--- src/rtl/vrt_pkg.sv ---
package vrt_pkg;

  localparam int PW = 52;
  localparam int EW = 53;

  localparam logic [EW-1:0] PAGE_LIMIT = 53'h10000000000000;
  localparam logic [PW-1:0] ARENA_LO_RESET = 52'hFFFFC00000000;
  localparam logic [PW-1:0] ARENA_HI_RESET = 52'hFFFFE00000000;

  localparam logic [2:0] ACT_INSERT  = 3'd0;
  localparam logic [2:0] ACT_ALLOC   = 3'd1;
  localparam logic [2:0] ACT_LOOKUP  = 3'd2;
  localparam logic [2:0] ACT_REMOVE  = 3'd3;
  localparam logic [2:0] ACT_SETPROT = 3'd4;
  localparam logic [2:0] ACT_RANGE   = 3'd5;

  localparam logic [2:0] ST_OK       = 3'd0;
  localparam logic [2:0] ST_OVERLAP  = 3'd1;
  localparam logic [2:0] ST_NOSPACE  = 3'd2;
  localparam logic [2:0] ST_FULL     = 3'd3;
  localparam logic [2:0] ST_NOTFOUND = 3'd4;
  localparam logic [2:0] ST_INVALID  = 3'd5;

  localparam logic [1:0] CFG_ARENA_LO = 2'd0;
  localparam logic [1:0] CFG_ARENA_HI = 2'd1;
  localparam logic [1:0] CFG_NEAR_LO  = 2'd2;
  localparam logic [1:0] CFG_NEAR_HI  = 2'd3;

  localparam logic [1:0] SRC_NONE       = 2'd0;
  localparam logic [1:0] SRC_KEY        = 2'd1;
  localparam logic [1:0] SRC_ENTRY      = 2'd2;
  localparam logic [1:0] SRC_ENTRY_PROT = 2'd3;

  localparam logic [1:0] RD_IDX  = 2'd0;
  localparam logic [1:0] RD_PREV = 2'd1;
  localparam logic [1:0] RD_NEXT = 2'd2;

  typedef struct packed {
    logic       ga;
    logic       gb;
    logic       kind;
    logic [2:0] prot;
  } attr_t;

  typedef struct packed {
    logic [PW-1:0] base;
    logic [PW-1:0] pages;
    attr_t         attr;
  } entry_t;

  localparam int ENTRY_W = $bits(entry_t);

  typedef struct packed {
    logic       idle;
    logic       load;
    logic       idx_clr;
    logic       idx_inc;
    logic       idx_dec;
    logic       idx_count;
    logic       pos_init;
    logic       pos_take;
    logic       cur_win;
    logic       cur_addr;
    logic       cur_gap;
    logic       cur_rend;
    logic       key_cur;
    logic       rd;
    logic [1:0] rd_sel;
    logic       wr_shift;
    logic       wr_new;
    logic       wr_prot;
    logic       cnt_inc;
    logic       cnt_dec;
    logic       res_wr;
    logic [2:0] res_status;
    logic       res_hit;
    logic [1:0] res_src;
    logic       res_svc;
    logic       publish;
  } cmd_t;

  typedef struct packed {
    logic       in_valid;
    logic [2:0] action;
    logic       pre_bad;
    logic       full;
    logic       cnt_zero;
    logic       idx_at_count;
    logic       idx_at_pos;
    logic       idx_last;
    logic       ovl;
    logic       base_gt;
    logic       base_eq;
    logic       in_region;
    logic       gap_below;
    logic       gap_above;
    logic       gap_fit;
    logic       tail_fit;
    logic       rng_behind;
    logic       rng_hole;
    logic       rng_prot_ok;
    logic       rng_done;
    logic       out_free;
  } st_t;

endpackage

--- src/rtl/vrt_ctrl.sv ---
module vrt_ctrl import vrt_pkg::*; (
  input  logic clk,
  input  logic rst,
  input  st_t  st,
  output cmd_t cmd
);

  localparam logic [3:0] S_IDLE  = 4'd0;
  localparam logic [3:0] S_START = 4'd1;
  localparam logic [3:0] S_RD    = 4'd2;
  localparam logic [3:0] S_EVAL  = 4'd3;
  localparam logic [3:0] S_SUR   = 4'd4;
  localparam logic [3:0] S_SUW   = 4'd5;
  localparam logic [3:0] S_SDR   = 4'd6;
  localparam logic [3:0] S_SDW   = 4'd7;
  localparam logic [3:0] S_FIN   = 4'd8;

  localparam logic [2:0] M_OVL   = 3'd0;
  localparam logic [2:0] M_GAP   = 3'd1;
  localparam logic [2:0] M_LOOK  = 3'd2;
  localparam logic [2:0] M_EXACT = 3'd3;
  localparam logic [2:0] M_RANGE = 3'd4;

  logic [3:0] state, state_next;
  logic [2:0] mode, mode_next;
  logic       tail;
  logic       found;

  always_ff @(posedge clk) begin
    if (rst) begin
      state <= S_IDLE;
      mode <= M_OVL;
    end else begin
      state <= state_next;
      mode <= mode_next;
    end
  end

  always_comb begin
    cmd = '0;
    state_next = state;
    mode_next = mode;
    tail = 1'b0;
    found = 1'b0;
    case (state)
      S_IDLE: begin
        cmd.idle = 1'b1;
        if (st.in_valid) begin
          cmd.load = 1'b1;
          state_next = S_START;
        end
      end
      S_START: begin
        cmd.idx_clr = 1'b1;
        state_next = S_RD;
        case (st.action)
          ACT_INSERT: begin
            cmd.pos_init = 1'b1;
            mode_next = M_OVL;
            if (st.pre_bad) begin
              cmd.res_wr = 1'b1;
              cmd.res_status = ST_INVALID;
              state_next = S_FIN;
            end else if (st.full) begin
              cmd.res_wr = 1'b1;
              cmd.res_status = ST_FULL;
              state_next = S_FIN;
            end
          end
          ACT_ALLOC: begin
            cmd.cur_win = 1'b1;
            mode_next = M_GAP;
            if (st.pre_bad) begin
              cmd.res_wr = 1'b1;
              cmd.res_status = ST_INVALID;
              state_next = S_FIN;
            end
          end
          ACT_LOOKUP: begin
            mode_next = M_LOOK;
          end
          ACT_REMOVE: begin
            mode_next = M_EXACT;
          end
          ACT_SETPROT: begin
            mode_next = M_EXACT;
            if (st.pre_bad) begin
              cmd.res_wr = 1'b1;
              cmd.res_status = ST_INVALID;
              state_next = S_FIN;
            end
          end
          ACT_RANGE: begin
            cmd.cur_addr = 1'b1;
            mode_next = M_RANGE;
            if (st.cnt_zero) begin
              cmd.res_wr = 1'b1;
              cmd.res_status = ST_OK;
              cmd.res_hit = 1'b1;
              state_next = S_FIN;
            end
          end
          default: begin
            cmd.res_wr = 1'b1;
            cmd.res_status = ST_INVALID;
            state_next = S_FIN;
          end
        endcase
      end
      S_RD: begin
        if (st.idx_at_count) begin
          case (mode)
            M_OVL: begin
              cmd.idx_count = 1'b1;
              state_next = S_SUR;
            end
            M_GAP: begin
              tail = 1'b1;
            end
            M_RANGE: begin
              cmd.res_wr = 1'b1;
              cmd.res_status = ST_OK;
              state_next = S_FIN;
            end
            default: begin
              cmd.res_wr = 1'b1;
              cmd.res_status = ST_NOTFOUND;
              state_next = S_FIN;
            end
          endcase
        end else begin
          cmd.rd = 1'b1;
          cmd.rd_sel = RD_IDX;
          state_next = S_EVAL;
        end
      end
      S_EVAL: begin
        case (mode)
          M_OVL: begin
            if (st.ovl) begin
              cmd.res_wr = 1'b1;
              cmd.res_status = ST_OVERLAP;
              state_next = S_FIN;
            end else begin
              cmd.pos_take = st.base_gt;
              cmd.idx_inc = 1'b1;
              state_next = S_RD;
            end
          end
          M_GAP: begin
            if (st.gap_below) begin
              cmd.idx_inc = 1'b1;
              state_next = S_RD;
            end else if (st.gap_above) begin
              tail = 1'b1;
            end else if (st.gap_fit) begin
              found = 1'b1;
            end else begin
              cmd.cur_gap = 1'b1;
              cmd.idx_inc = 1'b1;
              state_next = S_RD;
            end
          end
          M_LOOK: begin
            if (st.in_region) begin
              cmd.res_wr = 1'b1;
              cmd.res_status = ST_OK;
              cmd.res_hit = 1'b1;
              cmd.res_src = SRC_ENTRY;
              cmd.res_svc = 1'b1;
              state_next = S_FIN;
            end else if (st.base_gt) begin
              cmd.res_wr = 1'b1;
              cmd.res_status = ST_NOTFOUND;
              state_next = S_FIN;
            end else begin
              cmd.idx_inc = 1'b1;
              state_next = S_RD;
            end
          end
          M_EXACT: begin
            if (st.base_eq) begin
              cmd.res_wr = 1'b1;
              cmd.res_status = ST_OK;
              if (st.action == ACT_REMOVE) begin
                cmd.res_src = SRC_ENTRY;
                state_next = S_SDR;
              end else begin
                cmd.res_src = SRC_ENTRY_PROT;
                cmd.wr_prot = 1'b1;
                state_next = S_FIN;
              end
            end else if (st.base_gt) begin
              cmd.res_wr = 1'b1;
              cmd.res_status = ST_NOTFOUND;
              state_next = S_FIN;
            end else begin
              cmd.idx_inc = 1'b1;
              state_next = S_RD;
            end
          end
          default: begin
            if (st.rng_behind) begin
              cmd.idx_inc = 1'b1;
              state_next = S_RD;
            end else if (st.rng_hole || !st.rng_prot_ok) begin
              cmd.res_wr = 1'b1;
              cmd.res_status = ST_OK;
              state_next = S_FIN;
            end else begin
              cmd.cur_rend = 1'b1;
              if (st.rng_done) begin
                cmd.res_wr = 1'b1;
                cmd.res_status = ST_OK;
                cmd.res_hit = 1'b1;
                state_next = S_FIN;
              end else begin
                cmd.idx_inc = 1'b1;
                state_next = S_RD;
              end
            end
          end
        endcase
      end
      S_SUR: begin
        if (st.idx_at_pos) begin
          cmd.wr_new = 1'b1;
          cmd.cnt_inc = 1'b1;
          cmd.res_wr = 1'b1;
          cmd.res_status = ST_OK;
          cmd.res_src = SRC_KEY;
          state_next = S_FIN;
        end else begin
          cmd.rd = 1'b1;
          cmd.rd_sel = RD_PREV;
          state_next = S_SUW;
        end
      end
      S_SUW: begin
        cmd.wr_shift = 1'b1;
        cmd.idx_dec = 1'b1;
        state_next = S_SUR;
      end
      S_SDR: begin
        if (st.idx_last) begin
          cmd.cnt_dec = 1'b1;
          state_next = S_FIN;
        end else begin
          cmd.rd = 1'b1;
          cmd.rd_sel = RD_NEXT;
          state_next = S_SDW;
        end
      end
      S_SDW: begin
        cmd.wr_shift = 1'b1;
        cmd.idx_inc = 1'b1;
        state_next = S_SDR;
      end
      S_FIN: begin
        if (st.out_free) begin
          cmd.publish = 1'b1;
          state_next = S_IDLE;
        end
      end
      default: begin
        state_next = S_IDLE;
      end
    endcase

    if (tail) begin
      if (st.tail_fit) begin
        found = 1'b1;
      end else begin
        cmd.res_wr = 1'b1;
        cmd.res_status = ST_NOSPACE;
        state_next = S_FIN;
      end
    end
    if (found) begin
      cmd.key_cur = 1'b1;
      if (st.full) begin
        cmd.res_wr = 1'b1;
        cmd.res_status = ST_FULL;
        state_next = S_FIN;
      end else begin
        cmd.idx_clr = 1'b1;
        cmd.pos_init = 1'b1;
        mode_next = M_OVL;
        state_next = S_RD;
      end
    end
  end

endmodule

--- config.mk ---
export PLATFORM = sky130hd
export DESIGN_NAME = vrt_ctrl
export DESIGN_NICKNAME = d
export VERILOG_FILES = /design/src/rtl/vrt_pkg.sv /design/src/rtl/vrt_ctrl.sv
export SDC_FILE = /design/constraint.sdc
export NUM_CORES = 1
export LEC_CHECK = 0
export ABC_AREA = 0
export BUFFER_PORTS_ARGS = -buffer_cell sky130_fd_sc_hd__buf_4
export CAP_MARGIN = 20
export CORE_AREA = 2 2 62 52
export DETAILED_ROUTE_END_ITERATION = 8
export DIE_AREA = 0 0 64 54
export PLACE_DENSITY = 0.85
export SYNTH_ARGS = -nofsm -noshare
export SYNTH_HDL_FRONTEND = slang
export SYNTH_SLANG_ARGS = --single-unit
--- constraint.sdc ---
create_clock -name clk -period 1.9 [get_ports clk]
set_input_delay 0.285 -clock clk [delete_from_list [all_inputs] [get_ports clk]]
set_output_delay 0.285 -clock clk [all_outputs]
set_load 0.1 [all_outputs]
==> results.md <==
- Run status: finished, violations left
- Failing checks: negative setup slack
- Core area: between 0.002 and 0.003 mm²
- Synth Cell Area: about 0.0011 mm²
- Grt ovf: 0
- CTS max path bufs: 2
- Chip height: about 54 µm
- Total track usage: 34.2%
- Routability congestion estimate: between 0.9 and 1
- Worst Skew: roughly 4.8 ps
- Final count of negative-setup-slack endpoints: 29
- Max-slew violation count: 0
- Antenna violations before repair: 0
- CTS tree: done
- Netlist cell types: between 50 and 60
- Ant diodes: 0
- Min-delay src: rst
- Floorplan row count: 18
- CP Capture Type: primary output
- Synth Register Bits: 7
- DR DRC count: 0
- MaxCap Viol Count: 0
- WP data arrival: around 2400 ps
- Pleak: about 1.1 nW
- Power Dens Cells: between 300 and 400 mW/mm²
- R2r startpoint: mode[0]
- Final Hold Violating Endpoints: 0
- Clock Sinks: 7
- Syn-to-layout area delta: 136%
- Initial core utilization: roughly two fifths
- Die W: 64 µm
- Clock-pin slew on the worst setup and hold paths: 60 ps
- Nets: 290
- Initial DRT Pass Iterations: 5
- R2R cell count: 8
- Slew HR: around three fifths
- Initial DRC Count: between 150 and 200
- Ys Warns: 0
- Final antenna-violating net count: 0
- Commonest non-fill, non-tap cell in the layout: buf_4
- Hpwl dp: roughly 3.7 mm
- RSZ-0062 raised after global routing: yes
- Largest net degree at the start of global routing: 17
- CP max FO: 4
- Mapped Cells: 161
- Max H-tree Level: 1
- Mean Syn Cell Area: approximately 7 µm²
- Setup ws final: -738 ps
- DR vias/cell: between 6 and 7
- Layout fillers: 94
- Later-pin clock latency in the skew report: roughly 280 ps
- Layout cell share with drive strength beyond 1: about two thirds
- CTS root buffer: clkbuf_4
- Post-route insts no fill: 304
- Global-route wire length before repair: between 8 and 9 mm
- Die area: around 0.0035 mm²
- Least-Margin Pin Slew: ~620 ps
- Placed insts: 290
- Asr flop ratio synth: 0%
- Hold Buf Count CTS: 0
- Most frequent cells in the layout: buf_4 (69), buf_12 (21), buf_6 (18), nand2_1 (13), nor2_1 (10)
- Top Ports: 55
- Required @ worst endpoint: 1620 ps
- Final Cycle Share: 139%
- Syn_nets: around 190
- EDFF count, synth: 0
- Worst reg2reg path endpoint: state[1]
- Critical path class: reg -> out
- Hold path depth: 2
- CP Launch Type: flip-flop
- Total routed wirelength: 7.42 mm
- Min-delay worst type: in -> reg
- Num CTS Buffers: 3
- Top FF cell, synth: dfxtp_1
- Hold path endpoint: state[1]
- Post-synthesis sequential area ratio: about an eighth
- Layout Utilization: approximately 90%
- Max Fclk: roughly 380 MHz
- Routed len/inst: 24.4 µm
- Vias in the first global route: roughly 1800
- Via count: between 2000 and 2500
- IO Port Bufs: 54
- Reg2Reg Setup Slack: -240 ps
- VDD IR max: between 0.2 and 0.3 mV
- Fin crit period: 2640 ps
[synth_stat cells (all sizes together), types with 4 or more instances]
| library cell | instances | share of area (%) |
|---|---|---|
| nor4 | 4 | 2.2 |
| nand2 | 15 | 5.2 |
| inv | 6 | 2.0 |
| clkbuf | 5 | 2.5 |
| o21ai | 11 | 5.2 |
| nor3b | 4 | 3.1 |
| buf | 7 | 4.8 |
| a21oi | 12 | 5.3 |
| nand2b | 5 | 2.8 |
| nor3 | 5 | 2.2 |
| nor2 | 17 | 5.6 |
| dfxtp | 7 | 12 |
| nor2b | 9 | 5.0 |
| nand3 | 4 | 1.8 |
[worst max-delay path: stages, from the launching register on]
cell and delay [ps]:
dfxtp_1 350, nor3b_2 390, nand2_1 270, o31ai_2 430, buf_4 210, o21a_4 130
buf_4 290
[layout make-up]
cell class / count / area (µm²) / area share [%]
multi-input combinational: 136 / 1240 / 46.4
inverter: 6 / 22.5 / 0.841
tap: 40 / 50.0 / 1.87
timing repair buffer: 111 / 1190 / 44.3
clock buffer: 4 / 26.3 / 0.981
sequential: 7 / 150 / 5.60
[state kept, by name, indices dropped and copies added (netlist names)]
name / cells
state: 4
mode: 3
[report_power, final]
group          leakage, nW  switching [mW]  internal, mW
Combinational         1.01           0.359         0.227
Clock               0.0150          0.0717        0.0812
Sequential          0.0593          0.0108         0.154
Total                 1.08           0.442         0.462
[timing repair]
item | in CTS | in global routing
pin swaps | 11 | 8
gates resized for setup | 80 | 34
endpoints found under the setup margin | 26 | 33
setup buffers | 5 | 6
[routing by layer]
metal  global-route usage (%)  vias to the layer above  wire, µm  part of all wire [%]
met5                        0                        -         0                     0
met4                     17.8                        0       737                   9.9
met3                     6.69                       88       939                    13
met2                     63.5                      228      3430                    46
met1                     37.9                      907      2320                    31
li1                         -                      809         -                     -
[cell families after synthesis]
kind of cell | after synthesis | share of synthesized area [%]
buffers and inverters | 18 | 9.36
DFF | 7 | 12.3
and+or+nand+nor | 86 | 44.8
AOI/OAI and AO/OA | 49 | 31.5
muxes | 1 | 1.98
[per-stage QoR]
step | power (mW) | TNS (ps) | instance area (µm²) | setup WS (ps) | hold slack, ps
floorplan | 0.466 | -7460 | 1370 | -779 | 408
global placement | 0.623 | -1490 | 2090 | -254 | 532
detailed placement | 0.630 | -2040 | 2090 | -311 | 537
CTS | 0.829 | -5150 | 2500 | -447 | 264
global route | 0.931 | -9570 | 2680 | -923 | 258
finish | 0.904 | -8110 | 2680 | -738 | 267
[worst max-delay path by stage]
stage / from / to / slack [ps]
3_5_place_dp: state[3] / cmd[8] / -310
6_report: mode[0] / cmd[6] / -740
5_1_grt: mode[0] / cmd[6] / -920
2_1_floorplan: state[3] / cmd[2] / -780
3_3_place_gp: state[3] / cmd[8] / -250
4_1_cts: state[3] / cmd[8] / -450
No activity file was read; power rests on OpenSTA's default activity.
